**config.mk**
```make
export PLATFORM = sky130hd
export DESIGN_NAME = alm_ctrl
export DESIGN_NICKNAME = d
export VERILOG_FILES = /design/src/alm_pkg.sv /design/src/alm_ctrl.sv
export SDC_FILE = /design/constraint.sdc
export NUM_CORES = 1
export LEC_CHECK = 0
export BUFFER_PORTS_ARGS = -buffer_cell sky130_fd_sc_hd__buf_4
export CAP_MARGIN = 10
export CORE_AREA = 2 2 39 41
export DETAILED_ROUTE_END_ITERATION = 6
export DIE_AREA = 0 0 41 43
export SYNTH_ARGS = -nofsm -noshare
export SYNTH_HDL_FRONTEND = slang
export SYNTH_SLANG_ARGS = --single-unit
```
**constraint.sdc**
```tcl
create_clock -name clk -period 2.7 [get_ports clk]
set_input_delay 0.54 -clock clk [delete_from_list [all_inputs] [get_ports clk]]
set_output_delay 0.54 -clock clk [all_outputs]
set_load 0.05 [all_outputs]
```
**src/alm_pkg.sv**
```systemverilog
package alm_pkg;

  // fixed field widths
  localparam int FUNC_W    = 3;
  localparam int RAW_W     = 32;
  localparam int IDX_W     = 14;
  localparam int PCM_W     = 16;
  localparam int PCM_SHIFT = 16;
  localparam int LEVEL_W   = 16;
  localparam int TOTAL_W   = 32;
  localparam int SQ_W      = 31;   // 32768^2 needs 31 bits
  localparam int MEAN_W    = 32;   // radicand width of the root stage
  localparam int ROOT_W    = 16;   // root steps, two radicand bits each

  // stream packing
  localparam int IN_DATA_W  = 48;
  localparam int OUT_DATA_W = 104;

  // function codes
  typedef enum logic [FUNC_W-1:0] {
    FN_SAMPLE    = 3'd0,
    FN_ACTIVE    = 3'd1,
    FN_CAP_START = 3'd2,
    FN_CAP_CLEAR = 3'd3,
    FN_CAP_READ  = 3'd4
  } func_t;

  // controller states
  typedef enum logic [2:0] {
    ST_IDLE,
    ST_EXEC,
    ST_ACC,
    ST_CALC,
    ST_OUT
  } state_t;

  // controller to datapath
  typedef struct packed {
    logic load_in;
    logic exec;
    logic accum;
    logic finish;
    logic load_out;
  } cmd_t;

  // datapath to controller
  typedef struct packed {
    logic sample_go;
    logic batch_end;
    logic calc_done;
    logic out_free;
  } sts_t;

endpackage

```
**src/alm_ctrl.sv**
```systemverilog
module alm_ctrl
  import alm_pkg::*;
(
  input  logic clk,
  input  logic rst,
  input  logic s_tvalid,
  output logic s_tready,
  input  sts_t sts,
  output cmd_t cmd
);

  state_t state;
  state_t state_next;

  always_ff @(posedge clk) begin
    if (rst) begin
      state <= ST_IDLE;
    end else begin
      state <= state_next;
    end
  end

  // next state
  always_comb begin
    state_next = state;
    unique case (state)
      ST_IDLE: if (s_tvalid) state_next = ST_EXEC;
      ST_EXEC: state_next = sts.sample_go ? ST_ACC : ST_OUT;
      ST_ACC:  state_next = sts.batch_end ? ST_CALC : ST_OUT;
      ST_CALC: if (sts.calc_done) state_next = ST_OUT;
      ST_OUT:  if (sts.out_free) state_next = ST_IDLE;
      default: state_next = ST_IDLE;
    endcase
  end

  // outputs
  always_comb begin
    cmd      = '0;
    s_tready = 1'b0;
    unique case (state)
      ST_IDLE: begin
        s_tready    = 1'b1;
        cmd.load_in = s_tvalid;
      end
      ST_EXEC: cmd.exec     = 1'b1;
      ST_ACC:  cmd.accum    = 1'b1;
      ST_CALC: cmd.finish   = sts.calc_done;
      ST_OUT:  cmd.load_out = sts.out_free;
      default: cmd          = '0;
    endcase
  end

endmodule
```
# After elaboration in Yosys (flattened, before gate mapping)
# Cells that the tools add are included.
# Widths: inputs -> output; s select.
op_classes:
  n_mux: 12
  eq_ne: 7
  n_reduce_logical: 2
op_table:
  columns: ["operator", "n"]
  rows:
  - ["$mux 3", 5]
  - ["$pmux 3 s5", 1]
  - ["$eq 3x2->1 const B", 2]
  - ["$mux 1", 6]
  - ["$ne 2x2->1 const B", 3]
  - ["$eq 3x1->1 const B", 1]
  - ["$eq 3x3->1 const B", 1]
  - ["$logic_not 3->1", 1]
  - ["$reduce_and 3->1", 1]
totals:
  wordCells: 22
  inputBits: 7
  regBits: 3
  output_inout_bits: 6

# Longest topological paths before layout
# Gate-level depths: netlist (run 1).
depth:
  depth_word: 3
  depth_mapped: 4
  mapped_depth_nobuf: 3

# Worst setup path before layout (run 1)
# OpenSTA, ideal clock, no wires.
synth_timing:
  path_type: "reg2out"
  startpoint: "register state[1]"
  endpoint: "output cmd[4] (netlist name)"
  path_slack_ps: 39
  stages_incl_launch_ff: 4
  t_arrival_ps: 2121
  n_path_buf: 1
  path_cell_list: "dfxtp_1 > buf_2 > nor3_1 > and2_1"
synth_rtl:
  columns: ["item", "line", "source"]
  rows:
  - ["from (decl)", "alm_ctrl.sv:12", "state_t state;"]
  - ["from (signal assigned)", "alm_ctrl.sv:19", "state <= state_next;"]
  - ["to (decl)", "alm_ctrl.sv:9", "output cmd_t cmd"]

==> impl_metrics.env, run 1 <==
export IMPL_avgSynthCellArea_um2=8.413
export IMPL_cts_resized=0
export IMPL_yosys_top_cells_count="nor2_1 (4), dfxtp_1 (3)"
export IMPL_synth_ff_type="dfxtp_1"
export IMPL_grt_pass1_vias=207
export IMPL_mappedNetlistNets=36
export IMPL_die_x_um=41
export IMPL_gr_total_overflow=0
export IMPL_ant_nets=0
export IMPL_synth_seq_cells=3
export IMPL_fin_nets=51
export IMPL_place_congestion=0.7675
export IMPL_rows=14
export IMPL_synth_top_area_share_pct=24.62
export IMPL_max_cap_violations=0
export IMPL_synthXorXnorAreaFrac_pct=0
export IMPL_critPathBufInv=1
export IMPL_max_clock_path_buffers=2
export IMPL_p_leak_nw=0.1507
export IMPL_grt_pass1_wl_um=841
export IMPL_grt_usage_pct=7.816
export IMPL_first_pass_iters=2
export IMPL_synth_compound_area_share_pct=20.00
export IMPL_cts_root_buf="clkbuf_4"
export IMPL_holdPathEnd="state[0]$_SDFFE_PP0P_"
export IMPL_finalSetupViolations=0
export IMPL_synth_largest_area_cell="dfxtp_1"
export IMPL_outcome="finished, final reports clean"
export IMPL_area_delta_synth_final_pct=49.23
export IMPL_io_pins=13
export IMPL_vias=265
export IMPL_path_clk_slew_ps=40
export IMPL_startpoint_type="register"
export IMPL_yosys_warnings=0
export IMPL_tightest_slew_ps=343.0
export IMPL_post_drt_wl_per_cell_um=9.322
export IMPL_fin_util_pct=26.31
export IMPL_synth_top_family_by_area="simple AND/OR/NAND/NOR gates"
export IMPL_rsz0062_at_grt="false"
export IMPL_fin_setup_tns_ps=0
export IMPL_final_hold_violation_count=0
export IMPL_muxShareOfSynthArea_pct=0
export IMPL_cts_sinks=3
export IMPL_fin_cells=59
export IMPL_place_inst=55
export IMPL_worstSkewPairLatency_ps=230
export IMPL_cp_top_family="flip-flops"
export IMPL_largest_reg_flops=3
export IMPL_endpoint_kind="output port"
export IMPL_reg2reg_to="state[1]$_SDFFE_PP0P_"
export IMPL_hold_path_depth=2
export IMPL_h_tree_depth=1
export IMPL_drv_slew=0
export IMPL_peakVddDrop_v=0.0002685
export IMPL_worstPathMaxFanout=10
export IMPL_grt_max_degree=11
export IMPL_layout_min_cycle_time_ps=1768
export IMPL_drc=0
export IMPL_ff2ff_path_depth=3
export IMPL_largest_register="state"
export IMPL_synthTopCellsByArea="dfxtp_1 (25%), nor4_4 (8.7%), o32ai_1 (7.2%)"
export IMPL_cts_inserted_buffers=3
export IMPL_first_iter_violations=10
export IMPL_die_area_um2=1763
export IMPL_synth_adder_area_share_pct=0
export IMPL_die_height_um=43
export IMPL_cp_slowest_stage_delay_ps=490
export IMPL_grt_antenna_before_repair=0
export IMPL_synthArstFlopShare_pct=0
export IMPL_cts_setup_buffers=0
export IMPL_synth_edf_count=0
export IMPL_yosys_area_share_simple_pct=45.64
export IMPL_hold_buffers=0
export IMPL_ys_types=20
export IMPL_syn_inst=29
export IMPL_hp_class="input pin to register"
export IMPL_start_util_pct=17.63
export IMPL_drt_wl_total_um=550
export IMPL_drive_above_1_share_pct=44.19
export IMPL_n_fill_cell=163
export IMPL_syn_cell_area_um2=244.0
export IMPL_largest_registers="state x3"
export IMPL_relSlewSlack_pct=76.77
export IMPL_cts_tree="yes"
export IMPL_antennaDiodeCount=0
export IMPL_cp_depth=3
export IMPL_coreArea_um2=1384
export IMPL_critPathArrivalTime_ps=1230
export IMPL_clock_skew_ps=2.468
export IMPL_routed_via_density=4.492
export IMPL_timing_final_crit_share_pct=65.46
export IMPL_slowest_stage="dfxtp_1"
export IMPL_yosysSeqAreaShare_pct=24.62
export IMPL_power_density_nw_per_um2=510.9
export IMPL_max_freq_ghz=0.5658
export IMPL_reg2reg_from="state[0]$_SDFFE_PP0P_"
export IMPL_reg2reg_slack_ps=1580
export IMPL_crit_path_cell_trace="nand2b_1 -> nor2_1 -> buf_4"
export IMPL_port_buffers=12
export IMPL_yosysMostFrequentCell="nor2_1"
export IMPL_critPathKind="register to output port"
export IMPL_cp_required_ps=2160
export IMPL_min_delay_start="rst"
[worst max-delay path by stage]
stage | start | endpoint
4_1_cts | state[1]$_SDFFE_PP0P_ | cmd[1]
2_1_floorplan | state[1]$_SDFFE_PP0P_ | cmd[4]
5_1_grt | state[1]$_SDFFE_PP0P_ | cmd[4]
3_3_place_gp | state[1]$_SDFFE_PP0P_ | cmd[1]
6_report | state[1]$_SDFFE_PP0P_ | cmd[2]
3_5_place_dp | sts[0] | cmd[0]
[stage by stage]
| stage | hold WS [ps] | area, µm² | worst slack [ps] | power [mW] |
|---|---|---|---|---|
| after floorplan | 530.9 | 244.0 | 38.50 | 0.09142 |
| after global routing | 492.2 | 364.1 | 812.4 | 0.2067 |
| after CTS | 504.9 | 364.1 | 923.8 | 0.1906 |
| after global placement | 581.9 | 337.8 | 1175 | 0.1085 |
| final | 511.1 | 364.1 | 932.5 | 0.1860 |
| after detailed placement | 572.8 | 337.8 | 1177 | 0.1084 |
[power breakdown]
part / switching [mW] / internal, mW
clock network: 0.0232 / 0.0554
logic: 0.0328 / 0.0225
registers: 0.00536 / 0.0469
total: 0.0613 / 0.125
[routing by layer]
layer | wire length, µm | vias up | GRT usage (%) | share of wire (%)
met2 | 228 | 13 | 8.438 | 41
li1 | - | 136 | - | -
met3 | 65 | 0 | 7.853 | 12
met1 | 257 | 116 | 9.585 | 47
met4 | 0 | 0 | 4.000 | 0
met5 | 0 | - | 0 | 0
[final cells by class]
class	count	area [µm²]	area share, %
sequential	3	60.06	16.49
timing repair buffer	12	90.09	24.74
inverter	2	7.507	2.062
multi-input combinational	22	160.2	43.99
tap	16	20.02	5.498
clock buffer	4	26.28	7.216
[cell families after synthesis]
kind of cell | Yosys count
DFF | 3
buffers and inverters | 4
and+or+nand+nor | 16
AOI/OAI and AO/OA | 6
[worst register-to-register path, cell delays in order (launching register included)]
cell	delay, ps
dfxtp_1	500
inv_2	80
o32a_1	330
o32ai_1	110
[layout by cell type, fill, tap and decap left out]
cell type	instances
clkbuf_1	1
nor4_4	1
inv_2	1
a22oi_1	1
a21oi_1	1
dfxtp_1	3
inv_1	1
o32a_1	1
o32ai_1	2
and3_1	1
nor3_1	2
nand3b_1	1
nor2_1	4
nand2b_4	1
nand2b_1	2
o311ai_1	1
and3_4	1
buf_4	12
clkbuf_4	3
and2_1	1
nand2_1	2
(Power assumes the default switching activity.)
==> run 2, diff against run 1 <==
Clock period 2.7 ns to 1.69 ns, I/O delays scaled along.
==> run 2 against run 1 <==
Cell count unchanged. Sequential share of layout area down 0.43 points. Critical path type unchanged. Final area rose by 4.8%. Highest routed layer unchanged. Largest cell class unchanged. Via count decreased by 2.3%. Setup slack worse by 850 ps. Wire length up 6.4%.
==> impl_metrics.env, run 2 (synthesis results as in run 1) <==
export IMPL_max_freq_ghz=0.6214
export IMPL_critPathKind="register to output port"
export IMPL_max_cap_violations=0
export IMPL_n_fill_cell=157
export IMPL_grt_antenna_before_repair=0
export IMPL_endpoint_kind="output port"
export IMPL_tightest_slew_ps=409.4
export IMPL_layout_min_cycle_time_ps=1609
export IMPL_largest_registers="state x3"
export IMPL_startpoint_type="register"
export IMPL_antennaDiodeCount=0
export IMPL_io_pins=13
export IMPL_worstPathMaxFanout=10
export IMPL_fin_util_pct=27.58
export IMPL_p_clk_share_pct=41.1
export IMPL_die_area_um2=1763
export IMPL_outcome="finished, final reports clean"
export IMPL_peakVddDrop_v=0.0004311
export IMPL_largest_register="state"
export IMPL_final_hold_violation_count=0
export IMPL_reg2reg_slack_ps=480
export IMPL_finalSetupViolations=0
export IMPL_seqPwrFrac_pct=28.6
export IMPL_reg2reg_to="state[1]$_SDFFE_PP0P_"
export IMPL_critPathArrivalTime_ps=1270
export IMPL_grt_max_degree=11
export IMPL_first_iter_violations=5
export IMPL_layout_commonest_cell="buf_4"
export IMPL_fin_nets=51
export IMPL_die_x_um=41
export IMPL_h_tree_depth=1
export IMPL_power_density_nw_per_um2=790.1
export IMPL_area_delta_synth_final_pct=56.41
export IMPL_drive_above_1_share_pct=51.16
export IMPL_cp_required_ps=1350
export IMPL_drc=0
export IMPL_post_dp_cell_area_um2=354.1
export IMPL_port_buffers=12
export IMPL_mostFrequentLayoutCells="buf_4 (12), nor2_1 (4), clkbuf_4 (3)"
export IMPL_post_drt_wl_per_cell_um=9.915
export IMPL_combPwrFrac_pct=30.4
export IMPL_final_cell_area_um2=381.6
export IMPL_p_switching_mw=0.09982
export IMPL_die_height_um=43
export IMPL_place_congestion=0.7564
export IMPL_cts_root_buf="clkbuf_4"
export IMPL_rsz0062_at_grt="false"
export IMPL_reg2reg_from="state[0]$_SDFFE_PP0P_"
export IMPL_clock_skew_ps=2.635
export IMPL_max_clock_path_buffers=2
export IMPL_gr_total_overflow=0
export IMPL_drv_slew=0
export IMPL_grt_pass1_wl_um=903
export IMPL_swShare_pct=33.11
export IMPL_power_mw=0.3015
export IMPL_endpoint="cmd[0]"
export IMPL_p_leak_nw=0.1590
export IMPL_hp_class="input pin to register"
export IMPL_fin_cells=59
export IMPL_path_clk_slew_ps=40
export IMPL_grt_pass1_vias=242
export IMPL_hold_buffers=0
export IMPL_cts_inserted_buffers=3
export IMPL_pre_cts_ws_ps=276.0
export IMPL_coreArea_um2=1384
export IMPL_worstSkewPairLatency_ps=230
export IMPL_drt_wl_total_um=585
export IMPL_timing_final_ws_setup_ps=80.61
export IMPL_cp_startpoint="state[0]$_SDFFE_PP0P_"
export IMPL_ff2ff_path_depth=3
export IMPL_place_inst=55
export IMPL_dp_hpwl_um=434.9
export IMPL_timing_final_crit_share_pct=95.23
export IMPL_routed_via_density=4.390
export IMPL_relSlewSlack_pct=72.67
export IMPL_rows=14
export IMPL_vias=259
export IMPL_ant_nets=0
export IMPL_cts_sinks=3
export IMPL_first_pass_iters=3
export IMPL_grt_usage_pct=7.731
export IMPL_largest_reg_flops=3
export IMPL_cts_tree="yes"
export IMPL_start_util_pct=17.63
export IMPL_internal_power_mw=0.2017
run 2: cell counts in the layout (fill, tap and decap cells not counted):
Identical to the previous run, type by type.
run 2: repair_timing:
action	in CTS	in global routing
resized for setup	0	1
buffers inserted	0	0
setup endpoints to repair	0	3
run 2: metal layers:
| metal | global-route usage [%] | wire length [µm] |
|---|---|---|
| met1 | 9.646 | 275 |
| met2 | 10.00 | 258 |
| met5 | 0 | 0 |
| met3 | 4.712 | 51 |
| met4 | 4.000 | 0 |
run 2: power groups by stage:
stage               clock network, mW  logic (mW)  registers [mW]
CTS                             0.132      0.0922          0.0859
detailed placement                  0      0.0919          0.0869
floorplan                           0      0.0721          0.0788
global placement                    0      0.0920          0.0867
global route                    0.137      0.0983          0.0868
finish                          0.124      0.0916          0.0861
run 2: critical path, stage by stage, from the launching register on:
cell     delay (ps)
dfxtp_1         560
nor2_1          100
and3_1          200
buf_4           180
run 2: cell type report:
type | count | area, µm² | share of cell area [%]
Inverter | 2 | 7.507 | 1.967
Sequential cell | 3 | 61.31 | 16.07
Clock buffer | 4 | 26.28 | 6.885
Tap cell | 16 | 20.02 | 5.246
Multi-Input combinational cell | 22 | 176.4 | 46.23
Timing Repair Buffer | 12 | 90.09 | 23.61
run 2: worst min path at each step:
| stage | start | end | slack (ps) | depth (start not counted) |
|---|---|---|---|---|
| floorplan | rst | state[0]$_SDFFE_PP0P_ | 410 | 1 |
| global placement | rst | state[0]$_SDFFE_PP0P_ | 550 | 2 |
| detailed placement | rst | state[0]$_SDFFE_PP0P_ | 550 | 2 |
| CTS | rst | state[0]$_SDFFE_PP0P_ | 300 | 2 |
| global route | rst | state[0]$_SDFFE_PP0P_ | 300 | 2 |
| finish | rst | state[0]$_SDFFE_PP0P_ | 310 | 2 |
run 2: per-stage QoR:
stage          setup TNS, ps  hold slack (ps)
6_report                   0            314.3
2_1_floorplan         -80.95            411.3
3_3_place_gp               0            552.4
3_5_place_dp               0            550.1
4_1_cts                    0            301.9
5_1_grt                    0            304.6
==> run 3, diff against run 2 <==
Settings changed: SETUP_SLACK_MARGIN set to 0.4.
==> run 3 against run 2 <==
Fmax increased by 12%. Die area did not move. Clock power is 9% higher. Flip-flop and latch count unchanged. Critical path type unchanged. Setup slack gained 170 ps. Sequential share of layout area is 2.6 points lower.
==> impl_metrics.env, run 3 (synthesis results as in run 1) <==
export IMPL_outcome="finished, final reports clean"
export IMPL_die_area_um2=1763
export IMPL_grt_max_degree=8
export IMPL_layout_min_cycle_time_ps=1438
export IMPL_drive_above_1_share_pct=76.92
export IMPL_combPwrFrac_pct=38.1
export IMPL_rows=14
export IMPL_fin_setup_tns_ps=0
export IMPL_start_util_pct=17.63
export IMPL_pre_cts_ws_ps=242.0
export IMPL_reg2reg_from="state[1]$_SDFFE_PP0P_"
export IMPL_worstSkewPairLatency_ps=250
export IMPL_timing_final_ws_setup_ps=251.7
export IMPL_post_drt_wl_per_cell_um=11.35
export IMPL_critPathKind="register to output port"
export IMPL_cts_inserted_buffers=3
export IMPL_reg2reg_slack_ps=480
export IMPL_drc=0
export IMPL_first_pass_iters=4
export IMPL_drv_slew=0
export IMPL_min_delay_start="rst"
export IMPL_p_leak_nw=0.2175
export IMPL_io_pins=13
export IMPL_hp_class="input pin to register"
export IMPL_antennaDiodeCount=0
export IMPL_layout_commonest_cell="buf_4"
export IMPL_startpoint_type="register"
export IMPL_reg2reg_to="state[1]$_SDFFE_PP0P_"
export IMPL_cp_required_ps=1350
export IMPL_drt_wl_total_um=772
export IMPL_port_buffers=12
export IMPL_dp_hpwl_um=448
export IMPL_mostFrequentLayoutCells="buf_4 (14), buf_6 (4), clkbuf_4 (3), buf_8 (3), dfxtp_4 (3)"
export IMPL_die_x_um=41
export IMPL_grt_antenna_before_repair=0
export IMPL_grt_pass1_wl_um=1255
export IMPL_largest_register="state"
export IMPL_rsz0062_at_grt="true"
export IMPL_clock_skew_ps=4.430
export IMPL_p_clk_share_pct=38.4
export IMPL_h_tree_depth=1
export IMPL_die_height_um=43
export IMPL_area_delta_synth_final_pct=116.4
export IMPL_coreArea_um2=1384
export IMPL_place_inst=55
export IMPL_p_switching_mw=0.1216
export IMPL_final_hold_violation_count=0
export IMPL_ant_nets=0
export IMPL_hold_buffers=0
export IMPL_hold_path_depth=2
export IMPL_largest_reg_flops=3
export IMPL_holdPathEnd="state[0]$_SDFFE_PP0P_"
export IMPL_timing_final_crit_share_pct=85.11
export IMPL_cts_sinks=3
export IMPL_critPathArrivalTime_ps=1100
export IMPL_place_congestion=0.7693
export IMPL_holdWs_ps=289.2
export IMPL_tightest_slew_ps=381.1
export IMPL_fin_nets=60
export IMPL_gr_total_overflow=0
export IMPL_cts_tree="yes"
export IMPL_first_iter_violations=7
export IMPL_ff2ff_path_depth=3
export IMPL_power_density_nw_per_um2=665.0
export IMPL_max_clock_path_buffers=2
export IMPL_fin_cells=68
export IMPL_worstPathMaxFanout=7
export IMPL_routed_via_density=4.588
export IMPL_path_clk_slew_ps=40
export IMPL_max_cap_violations=0
export IMPL_internal_power_mw=0.2296
export IMPL_swShare_pct=34.62
export IMPL_max_freq_ghz=0.6953
export IMPL_vias=312
export IMPL_peakVddDrop_v=0.0002623
export IMPL_endpoint_kind="output port"
export IMPL_cp_startpoint="state[0]$_SDFFE_PP0P_"
export IMPL_seqPwrFrac_pct=23.5
export IMPL_cts_root_buf="clkbuf_4"
export IMPL_fin_util_pct=38.16
export IMPL_grt_usage_pct=10.93
export IMPL_grt_pass1_vias=301
export IMPL_finalSetupViolations=0
export IMPL_largest_registers="state x3"
export IMPL_relSlewSlack_pct=74.19
run 3: per-stage QoR:
stage,power [mW],area (µm²)
CTS,0.3541,515.5
global placement,0.1829,367.9
finish,0.3511,528.0
global route,0.3689,528.0
detailed placement,0.1829,367.9
floorplan,0.1554,274.0
run 3: layout make-up:
cell class	instances	area, µm²
clock buffer	4	26.28
fill	142	855.8
inverter	2	7.507
multi-input combinational	22	207.7
sequential	3	71.32
tap	16	20.02
timing repair buffer	21	195.2
run 3: repair_timing:
item,CTS,global route
endpoints found under the hold margin,0,0
buffers inserted,9,0
gates resized for setup,17,3
pin swaps,2,0
setup endpoints to repair,6,6
run 3: worst max-delay path by stage:
| stage | end | cells past startpoint |
|---|---|---|
| after floorplan | cmd[4] | 2 |
| after global placement | cmd[1] | 3 |
| after detailed placement | cmd[2] | 3 |
| after CTS | cmd[4] | 3 |
| after global routing | cmd[0] | 3 |
| final | cmd[4] | 3 |
run 3: power groups by stage:
stage	Clock (mW)	Combinational [mW]	Sequential (mW)
2_1_floorplan	0	0.0766	0.0788
3_3_place_gp	0	0.0958	0.0871
3_5_place_dp	0	0.0958	0.0870
4_1_cts	0.142	0.130	0.0815
5_1_grt	0.144	0.142	0.0831
6_report	0.135	0.134	0.0823
run 3: worst max-delay path, stage by stage (launching register included):
cell and delay [ps]:
dfxtp_4 370, nor3_4 180, and2_4 170, buf_8 130
run 3: routing by layer:
| metal | vias to the layer above | part of all wire, % | global-route usage [%] |
|---|---|---|---|
| met4 | 0 | 2.8 | 10.00 |
| met5 | - | 0 | 0 |
| li1 | 153 | - | - |
| met3 | 2 | 6.5 | 1.571 |
| met1 | 144 | 38 | 13.14 |
| met2 | 13 | 52 | 15.63 |
